[config.mk]
export PLATFORM = sky130hd
export DESIGN_NAME = ring_cluster_finder_top
export DESIGN_NICKNAME = d
export VERILOG_FILES = /design/src/rtl/rcf_pkg.sv /design/src/rtl/ring_cluster_finder_top.sv /design/src/rtl/rcf_front.sv
export SDC_FILE = /design/constraint.sdc
export NUM_CORES = 2
export LEC_CHECK = 0
export BUFFER_PORTS_ARGS = -buffer_cell sky130_fd_sc_hd__buf_4
export CAP_MARGIN = 20
export CORE_AREA = 3 3 326 328
export DETAILED_ROUTE_END_ITERATION = 8
export DIE_AREA = 0 0 329 331
export PLACE_DENSITY = 0.57
export SYNTH_ARGS = -nofsm -noshare
export SYNTH_HDL_FRONTEND = slang
export SYNTH_SLANG_ARGS = --single-unit
[constraint.sdc]
create_clock -name clk -period 24.7 [get_ports clk]
set_input_delay 4.94 -clock clk [delete_from_list [all_inputs] [get_ports clk]]
set_output_delay 4.94 -clock clk [all_outputs]
set_load 0.05 [all_outputs]
[src/rtl/rcf_pkg.sv]
// Ring cluster finder: shared constants, run-scan types and helper functions.
// No dependencies; imported by rcf_front and ring_cluster_finder_top.

package rcf_pkg;

	localparam int SENSOR_COUNT = 48;
	localparam int MASK_W       = 48;
	localparam int POS_W        = 6;
	localparam int COUNT_W      = 3;
	localparam int RUN_SLOTS    = 4;
	localparam int RUN_LIMIT    = 3;
	localparam int SLOT_W       = 2;
	localparam int OUT_W        = 56;

	typedef logic [POS_W-1:0]        pos_t;
	typedef logic [SENSOR_COUNT-1:0] vec_t;
	typedef logic [COUNT_W-1:0]      count_t;

	localparam pos_t ABSENT_POS = pos_t'(63);
	localparam pos_t LAST_POS   = pos_t'(SENSOR_COUNT - 1);

	// one scan in flight: edges still to pick and positions picked so far
	typedef struct packed {
		vec_t                   rise;
		vec_t                   fall;
		logic                   first_on;
		logic                   last_on;
		count_t                 nclosed;
		pos_t [RUN_SLOTS-1:0]   st;
		pos_t [RUN_SLOTS-1:0]   en;
	} lane_t;

	typedef struct packed {
		count_t                 count;
		pos_t [RUN_SLOTS-1:0]   st;
		pos_t [RUN_SLOTS-1:0]   en;
		logic                   used_fill;
		logic                   bad;
	} result_t;

	function automatic pos_t first_set(vec_t v);
		pos_t p;
		p = ABSENT_POS;
		for (int i = SENSOR_COUNT - 1; i >= 0; i--) begin
			if (v[i]) begin
				p = pos_t'(i);
			end
		end
		return p;
	endfunction

	// take the lowest rising and falling edge as run slot k
	function automatic lane_t pick_run(lane_t l, logic [SLOT_W-1:0] k);
		lane_t r;
		r = l;
		r.st[k] = first_set(l.rise);
		r.rise  = l.rise & (l.rise - vec_t'(1));
		if (l.fall != '0) begin
			r.en[k]   = first_set(l.fall);
			r.fall    = l.fall & (l.fall - vec_t'(1));
			r.nclosed = l.nclosed + count_t'(1);
		end
		return r;
	endfunction

	function automatic result_t decide(lane_t l);
		result_t r;
		count_t  c;
		count_t  cnt;
		logic    fail;
		c    = l.nclosed;
		cnt  = c;
		fail = (c > count_t'(RUN_LIMIT)) ||
		       ((c == count_t'(RUN_LIMIT)) && l.last_on && !l.first_on);
		r.st = l.st;
		r.en = l.en;
		r.used_fill = 1'b0;
		r.bad = fail;
		if (l.last_on && l.first_on) begin
			// wrapping run: first run takes the open run's start
			r.st[0] = l.st[c[SLOT_W-1:0]];
		end else if (l.last_on && (c < count_t'(RUN_LIMIT))) begin
			r.en[c[SLOT_W-1:0]] = LAST_POS;
			cnt = c + count_t'(1);
		end
		for (int k = 0; k < RUN_SLOTS; k++) begin
			if (fail || (count_t'(k) >= cnt)) begin
				r.st[k] = ABSENT_POS;
				r.en[k] = ABSENT_POS;
			end
		end
		r.count = fail ? '0 : cnt;
		return r;
	endfunction

endpackage

[src/rtl/ring_cluster_finder_top.sv]
// Ring cluster finder top level: five-stage pipeline over rcf_front and the
// run-picking functions. Depends on rcf_pkg and rcf_front.
//
// Usage:
//   s_axis_* carries one sensor mask per request, bit i is sensor i.
//   m_axis_* carries one result per mask: run count, four run start/end
//   slots, at most three used (63 when absent), and fill/unrecognised flags.
//   Both the raw and the filled-in mask are scanned side by side; stage 1
//   finds edges, stages 2 to 5 each pick one run, and stage 5 also
//   settles the wrap-around merge and which scan is reported.
//   A request is taken into stage 1 and its result leaves from stage 5.
//   Throughput: one mask per cycle while the receiver is ready; one run per stage.
//   Each stage holds while the stage after it is full and stalled, so a
//   stalled receiver stops only the occupied stages; empty stages keep
//   taking requests until the pipeline is full. Nothing is lost or repeated.
//   Reset clears all valid bits; the pipeline is then empty and ready.

module ring_cluster_finder_top (
	input  logic                       clk,
	input  logic                       arst_n,
	input  logic                       s_axis_tvalid,
	output logic                       s_axis_tready,
	// sensor_mask[47:0]
	input  logic [rcf_pkg::MASK_W-1:0] s_axis_tdata,
	output logic                       m_axis_tvalid,
	input  logic                       m_axis_tready,
	// cluster_count[2:0], start_0, end_0, start_1, end_1, start_2, end_2,
	// start_3, end_3 (6 bits each), used_fill[51], unrecognised[52], zero pad
	output logic [rcf_pkg::OUT_W-1:0]  m_axis_tdata
);
	import rcf_pkg::*;

	lane_t   raw_in, fil_in;
	lane_t   raw_s1, raw_s2, raw_s3, raw_s4;
	lane_t   fil_s1, fil_s2, fil_s3, fil_s4;
	result_t res_s5;
	result_t raw_res, fil_res, sel_res;
	logic    vld_s1, vld_s2, vld_s3, vld_s4, vld_s5;
	logic    rdy1, rdy2, rdy3, rdy4, rdy5;

	rcf_front u_front (
		.mask     (s_axis_tdata[SENSOR_COUNT-1:0]),
		.raw_lane (raw_in),
		.fil_lane (fil_in)
	);

	assign rdy5 = !vld_s5 || m_axis_tready;
	assign rdy4 = !vld_s4 || rdy5;
	assign rdy3 = !vld_s3 || rdy4;
	assign rdy2 = !vld_s2 || rdy3;
	assign rdy1 = !vld_s1 || rdy2;
	assign s_axis_tready = rdy1;

	always_comb begin
		raw_res = decide(pick_run(raw_s4, SLOT_W'(3)));
		fil_res = decide(pick_run(fil_s4, SLOT_W'(3)));
		sel_res = raw_res;
		if (raw_res.bad) begin
			sel_res = fil_res;
			sel_res.used_fill = 1'b1;
		end
	end

	always_ff @(posedge clk or negedge arst_n) begin
		if (!arst_n) begin
			vld_s1 <= 1'b0;
			vld_s2 <= 1'b0;
			vld_s3 <= 1'b0;
			vld_s4 <= 1'b0;
			vld_s5 <= 1'b0;
		end else begin
			if (rdy1) vld_s1 <= s_axis_tvalid;
			if (rdy2) vld_s2 <= vld_s1;
			if (rdy3) vld_s3 <= vld_s2;
			if (rdy4) vld_s4 <= vld_s3;
			if (rdy5) vld_s5 <= vld_s4;
		end
	end

	always_ff @(posedge clk) begin
		if (rdy1) begin
			raw_s1 <= raw_in;
			fil_s1 <= fil_in;
		end
		if (rdy2) begin
			raw_s2 <= pick_run(raw_s1, SLOT_W'(0));
			fil_s2 <= pick_run(fil_s1, SLOT_W'(0));
		end
		if (rdy3) begin
			raw_s3 <= pick_run(raw_s2, SLOT_W'(1));
			fil_s3 <= pick_run(fil_s2, SLOT_W'(1));
		end
		if (rdy4) begin
			raw_s4 <= pick_run(raw_s3, SLOT_W'(2));
			fil_s4 <= pick_run(fil_s3, SLOT_W'(2));
		end
		if (rdy5) begin
			res_s5 <= sel_res;
		end
	end

	assign m_axis_tvalid = vld_s5;
	assign m_axis_tdata  = {3'b000, res_s5.bad, res_s5.used_fill,
	                        res_s5.en[3], res_s5.st[3], res_s5.en[2], res_s5.st[2],
	                        res_s5.en[1], res_s5.st[1], res_s5.en[0], res_s5.st[0],
	                        res_s5.count};

endmodule

[src/rtl/rcf_front.sv]
// Ring cluster finder front end: fills in the mask and finds run edges
// for the raw and the filled scan. Depends on rcf_pkg.

module rcf_front (
	input  logic [rcf_pkg::SENSOR_COUNT-1:0] mask,
	output rcf_pkg::lane_t                   raw_lane,
	output rcf_pkg::lane_t                   fil_lane
);
	import rcf_pkg::*;

	vec_t filled;

	function automatic lane_t edges(vec_t m);
		lane_t l;
		l.rise     = m & ~{m[SENSOR_COUNT-2:0], 1'b0};
		l.fall     = {1'b0, m[SENSOR_COUNT-2:0] & ~m[SENSOR_COUNT-1:1]};
		l.first_on = m[0];
		l.last_on  = m[SENSOR_COUNT-1];
		l.nclosed  = '0;
		l.st       = {RUN_SLOTS{ABSENT_POS}};
		l.en       = {RUN_SLOTS{ABSENT_POS}};
		return l;
	endfunction

	// off bit with both ring neighbours on turns on
	assign filled = mask | ({mask[SENSOR_COUNT-2:0], mask[SENSOR_COUNT-1]} &
	                        {mask[0], mask[SENSOR_COUNT-1:1]});

	assign raw_lane = edges(mask);
	assign fil_lane = edges(filled);

endmodule
-- After elaboration in Yosys (flattened, before gate mapping)
Cells that the tools add are included.
- divide/modulo/power cells: 0
- reductions and logical operators: 70
- bitwise gates (word level): 28
- add/subtract/negate cells: 20
- multipliers: 0
- equality and inequality tests: 2
- order comparisons: 16
- muxes and demuxes: 812
- shift-type cells: 0
- operators by type and width (kind ; number):
    6-bit two-way mux ; 582
    48-bit bitwise AND ; 13
    5-bit two-way mux ; 112
    48-bit by 1-bit subtractor with 48-bit output (second input constant) ; 10
    48-bit nonzero test ; 8
    4-bit two-way mux ; 48
    48-bit two-way mux ; 4
    32-bit OR reduction ; 6
    3-bit two-way mux ; 35
    47-bit by 48-bit bitwise AND with 48-bit output ; 2
    24-bit two-way mux ; 4
    48-bit inverter ; 2
    16-bit OR reduction ; 6
    47-bit by 1-bit subtractor with 48-bit output (second input constant) ; 2
    47-bit bitwise AND ; 2
    47-bit two-way mux ; 2
    47-bit inverter ; 2
    53-bit two-way mux ; 1
    48-bit bitwise OR ; 1
    8-bit OR reduction ; 6
    20-bit bitwise OR ; 2
    3-bit by 1-bit adder with 3-bit output (second input constant) ; 8
    6-bit binary-select mux with 2-bit select ; 2
    6-bit demux with 2-bit select ; 2
    16 further kinds ; 86
- bits of input ports: 52
- register bits after elaboration: 1002
- bits in read-only memories: 0
- bits in writable memories: 0
- output and inout port bits: 58
- memories kept: 0
- word-level logic and storage cells: 1058
- latch bits: 0

-- Depth between registers and ports, before layout
- depth in word-level cells: 54
- gate-level depth with buffers: 14
- mapped depth without buffers: 13

-- Modules after synthesis
Synthesis repeated with hierarchy kept, for this count alone.
- cells, all modules: 4358
- area, all modules: 52835.7 µm²
- by module, submodules not included (module ; cells each ; area each (µm²) ; seq. area each (µm²) ; instances):
    ring_cluster_finder_top ; 4012 ; 50273.2 ; 33547.2 ; 1
    rcf_front ; 346 ; 2562.5 ; 0.0 ; 1

-- Worst setup path after synthesis
No wires, ideal clock.
- kind: input to output
- from: input port m_axis_tready
- to: output port s_axis_tready
- arrival: 15706 ps
- stages on the path: 4
- buffers on the path: 0
- setup slack: 4054 ps
- required time: 19760 ps
- path through: nor2b_1 > nand4_1 > inv_1 > nand2_1
- longest elaborated chain between the ends: 5
- ends and longest elaborated chain (what ; line ; text):
    from (decl) ; ring_cluster_finder_top.sv:26 ; input logic m_axis_tready,
    1-bit logical OR ; ring_cluster_finder_top.sv:47 ; assign rdy5 = !vld_s5 || m_axis_tready;
    1-bit logical OR ; ring_cluster_finder_top.sv:48 ; assign rdy4 = !vld_s4 || rdy5;
    1-bit logical OR ; ring_cluster_finder_top.sv:49 ; assign rdy3 = !vld_s3 || rdy4;
    1-bit logical OR ; ring_cluster_finder_top.sv:50 ; assign rdy2 = !vld_s2 || rdy3;
    named net rdy2 ; ring_cluster_finder_top.sv:39 ; logic rdy1, rdy2, rdy3, rdy4, rdy5;
    1-bit logical OR ; ring_cluster_finder_top.sv:51 ; assign rdy1 = !vld_s1 || rdy2;
    to (decl) ; ring_cluster_finder_top.sv:22 ; output logic s_axis_tready,
The timed path passes the listed nets, and every way through them passes these cells.

-- Final worst setup path
Ends and elaborated chain as after synthesis.

==> flow_summary.toml <==
[layout]
fillers = 9083
area_growth_pct = 12.49
drive_gt1_frac = 0.07782
final_core_utilization = 0.5052
final_net_count = 4186
final-seq-area_um2 = 29280
stdcell_count = 5585
multi_input_area_um2 = 16310

[timing]
skew_ns = 0.03332
finalHoldViolCount = 0
min_period_ns = 11.86
fin_ws_ns = 12.84
setup_tns_ns = 0
drv_slew = 0
fmax_mhz = 84.31
setup_viol = 0
tightest_slew_ns = 1.048
slew_headroom = 0.3013
rsz0062_at_grt = "no"
fin_crit_sh = 0.4802

[flow_run]
maxCapViolations = 0

[worst_setup_path]
critical_path_class = "in -> out"
cpMaxStageDelayCell = "nor2b_1"
critPathArrivalTime_ns = 6.92
cpMostUsedCell = "buf_4"
end_kind = "primary output"
crit_path_max_incr_delay_ns = 0.44
path_cells = "buf_4 -> nor2b_1 -> nand4_1 -> buf_12 -> inv_1 -> nand2_4 -> buf_4"
start_kind = "primary input"
worst_ep_required_time_ns = 19.76
crit_fanout = 154

[place]
pre_cts_ws_ns = 12.82
placedCellCount = 5395
port_buffers = 106
gp_congestion = 0.9414
hpwl_um = 87700

[floorplan]
rows = 118
boundaryPins = 110
die_area_um2 = 108900
die_width_um = 329
start_util = 0.4490
die_height_um = 331
coreArea_um2 = 103500

[logic_synthesis]
netlist_area_um2 = 46470
synth-seq-cells = 976
avgSynthCellArea_um2 = 11.78
synth_ff_type = "edfxtp_1"
ys_warn_count = 0
synth-async-reset-ratio = 0.005123
syn_inst = 3944
synth-edff-count = 971
yosysSeqAreaShare = 0.6301
synth.distinct_cells = 92

[clock_tree]
clockRootBuffer = "clkbuf_16"
cts_tree = "done"
cts-hold-fix-buffers = 0
clk_latency_ns = 0.68
cts_resized = 0
numCtsBuffers = 102
cts_max_level = 3
clockBufferDepth = 3
post_cts_buffers = 0
cts_num_sinks = 976
clk_pin_slew_ns = 0.06

[status]
status = "finished clean"

[route]
wire_per_inst_um = 21.51
drc = 0
postRouteAntennaNets = 0
firstDrtPassIters = 5
initialDrtViolationCount = 2709
viasPerCell = 5.737
totalWireLength_um = 120100
dr_total_vias = 32040

[pwr]
power_density_nw_per_um2 = 96.59
vdd_drop_max_mv = 0.06103
p_total_mw = 5.050
leakage_nw = 18.35

[grt]
antenna_found_initial = 3
gr-total-overflow = 0
grt_pass1_wl_um = 178200
grt_pass1_vias = 29740
grt_max_degree = 155
track_usage = 0.2179

[hold_path]
min_path_type = "reg -> reg"
[kinds of logic (layout without fill, tap and decap cells)]
kind of cell | after synthesis | count (layout) | share of synthesized area
adders and majority gates | 14 | 14 | 0.003769
and+or+nand+nor | 1684 | 1684 | 0.1880
other | 1 | 12 | 0.00008069
muxes | 12 | 12 | 0.002692
xor gates and xnor gates | 7 | 7 | 0.001643
AOI/OAI and AO/OA | 1005 | 1005 | 0.1535
buffers and inverters | 245 | 495 | 0.02022
DFF | 976 | 976 | 0.6301
[where the power goes]
group / switching (mW) / internal [mW] / total (mW) / leakage (nW)
clock network: 0.624 / 0.892 / 1.52 / 1.61
registers: 0.316 / 2.26 / 2.57 / 10.5
logic: 0.610 / 0.350 / 0.959 / 6.24
[cells in the mapped netlist (45+ instances only)]
| master | n | area, um2 |
|---|---|---|
| edfxtp_1 | 971 | 29160 |
| nor2_1 | 509 | 1911 |
| a21oi_1 | 224 | 1121 |
| nand2_1 | 219 | 822.0 |
| inv_1 | 186 | 698.2 |
| nor2b_1 | 161 | 1007 |
| nor4_1 | 153 | 957.2 |
| and2_1 | 140 | 875.8 |
| nor3_1 | 139 | 695.7 |
| o21a_1 | 134 | 1006 |
| o21ai_0 | 112 | 560.5 |
| a21boi_0 | 91 | 683.2 |
| nor3b_1 | 79 | 593.1 |
| o31a_1 | 74 | 648.1 |
| nand3_1 | 71 | 355.3 |
| o31ai_1 | 62 | 465.5 |
| clkbuf_1 | 51 | 191.4 |
| o41a_1 | 45 | 506.7 |
[per-stage QoR]
step           cell area, um2  hold slack, ns
2_1_floorplan           46500          0.4003
3_3_place_gp            48940          0.4026
3_5_place_dp            48940          0.4045
4_1_cts                 52250          0.4011
5_1_grt                 52270          0.4125
6_report                52280          0.4028
[cells in the final DEF (no fill, tap or decap), drive strengths merged, types with 11 or more instances in the layout]
master / synthesis / routed
a211oi: 26 / 26
a21boi: 91 / 91
a21oi: 224 / 224
a22oi: 15 / 15
a31oi: 41 / 41
and2: 141 / 141
and3: 19 / 19
buf: 6 / 121
bufinv: 0 / 11
clkbuf: 51 / 128
clkinv: 0 / 35
edfxtp: 971 / 971
ha: 14 / 14
inv: 188 / 195
nand2: 221 / 221
nand2b: 43 / 43
nand3: 71 / 71
nand4: 31 / 31
nor2: 510 / 510
nor2b: 161 / 161
nor3: 143 / 143
nor3b: 79 / 79
nor4: 157 / 157
o211ai: 19 / 19
o21a: 134 / 134
o21ai: 112 / 112
o21bai: 28 / 28
o221ai: 18 / 18
o22a: 23 / 23
o31a: 74 / 74
o31ai: 62 / 62
o41a: 45 / 45
or2: 21 / 21
or3: 25 / 25
or4: 39 / 39
[per-layer routing]
layer	GRT usage	wire length [um]	up-vias	part of all wire
met3	0.03241	8499	199	0.071
met2	0.3227	51380	993	0.43
met5	0	0	-	0
met1	0.3240	55290	15270	0.46
li1	-	-	15580	-
met4	0.08525	4956	0	0.041
[final cells by class]
type	count	share of cell area
Timing Repair Buffer	121	0.01800
Antenna cell	3	0.0001436
Inverter	188	0.01350
Clock buffer	128	0.05191
Clock inverter	58	0.01137
Sequential cell	976	0.5601
Tap cell	1380	0.03303
Multi-Input combinational cell	2731	0.3120
[worst max-delay path: cells and delay by family]
kind / cells / cell delay, ns
simple gates: 3 / 0.91
buf+inv: 4 / 0.96
[final timing paths]
check / startpoint / to / slack (ns) / cells after the start
hold / removal: raw_s3[34] / raw_s4[34] / 0.40 / 0
setup / recovery: m_axis_tready / s_axis_tready / 12.84 / 7
min in group asynchronous: arst_n / vld_s3 / 4.06 / 1
hold reg to reg: raw_s3[34] / raw_s4[34] / 0.40 / 0
max in group asynchronous: arst_n / m_axis_tvalid / 20.54 / 1
setup reg to reg: fil_s4[91] / m_axis_tdata[27] / 19.30 / 11
[flip-flops by register name, summed over array words and instances (netlist names)]
signal	cells
fil_s4	133
m_axis_tvalid	1
raw_s2	109
fil_s2	109
vld_s1	1
raw_s3	121
fil_s1	96
vld_s4	1
raw_s1	96
vld_s3	1
fil_s3	121
raw_s4	133
vld_s2	1
m_axis_tdata	53
Power figures use the tool's default switching activity.
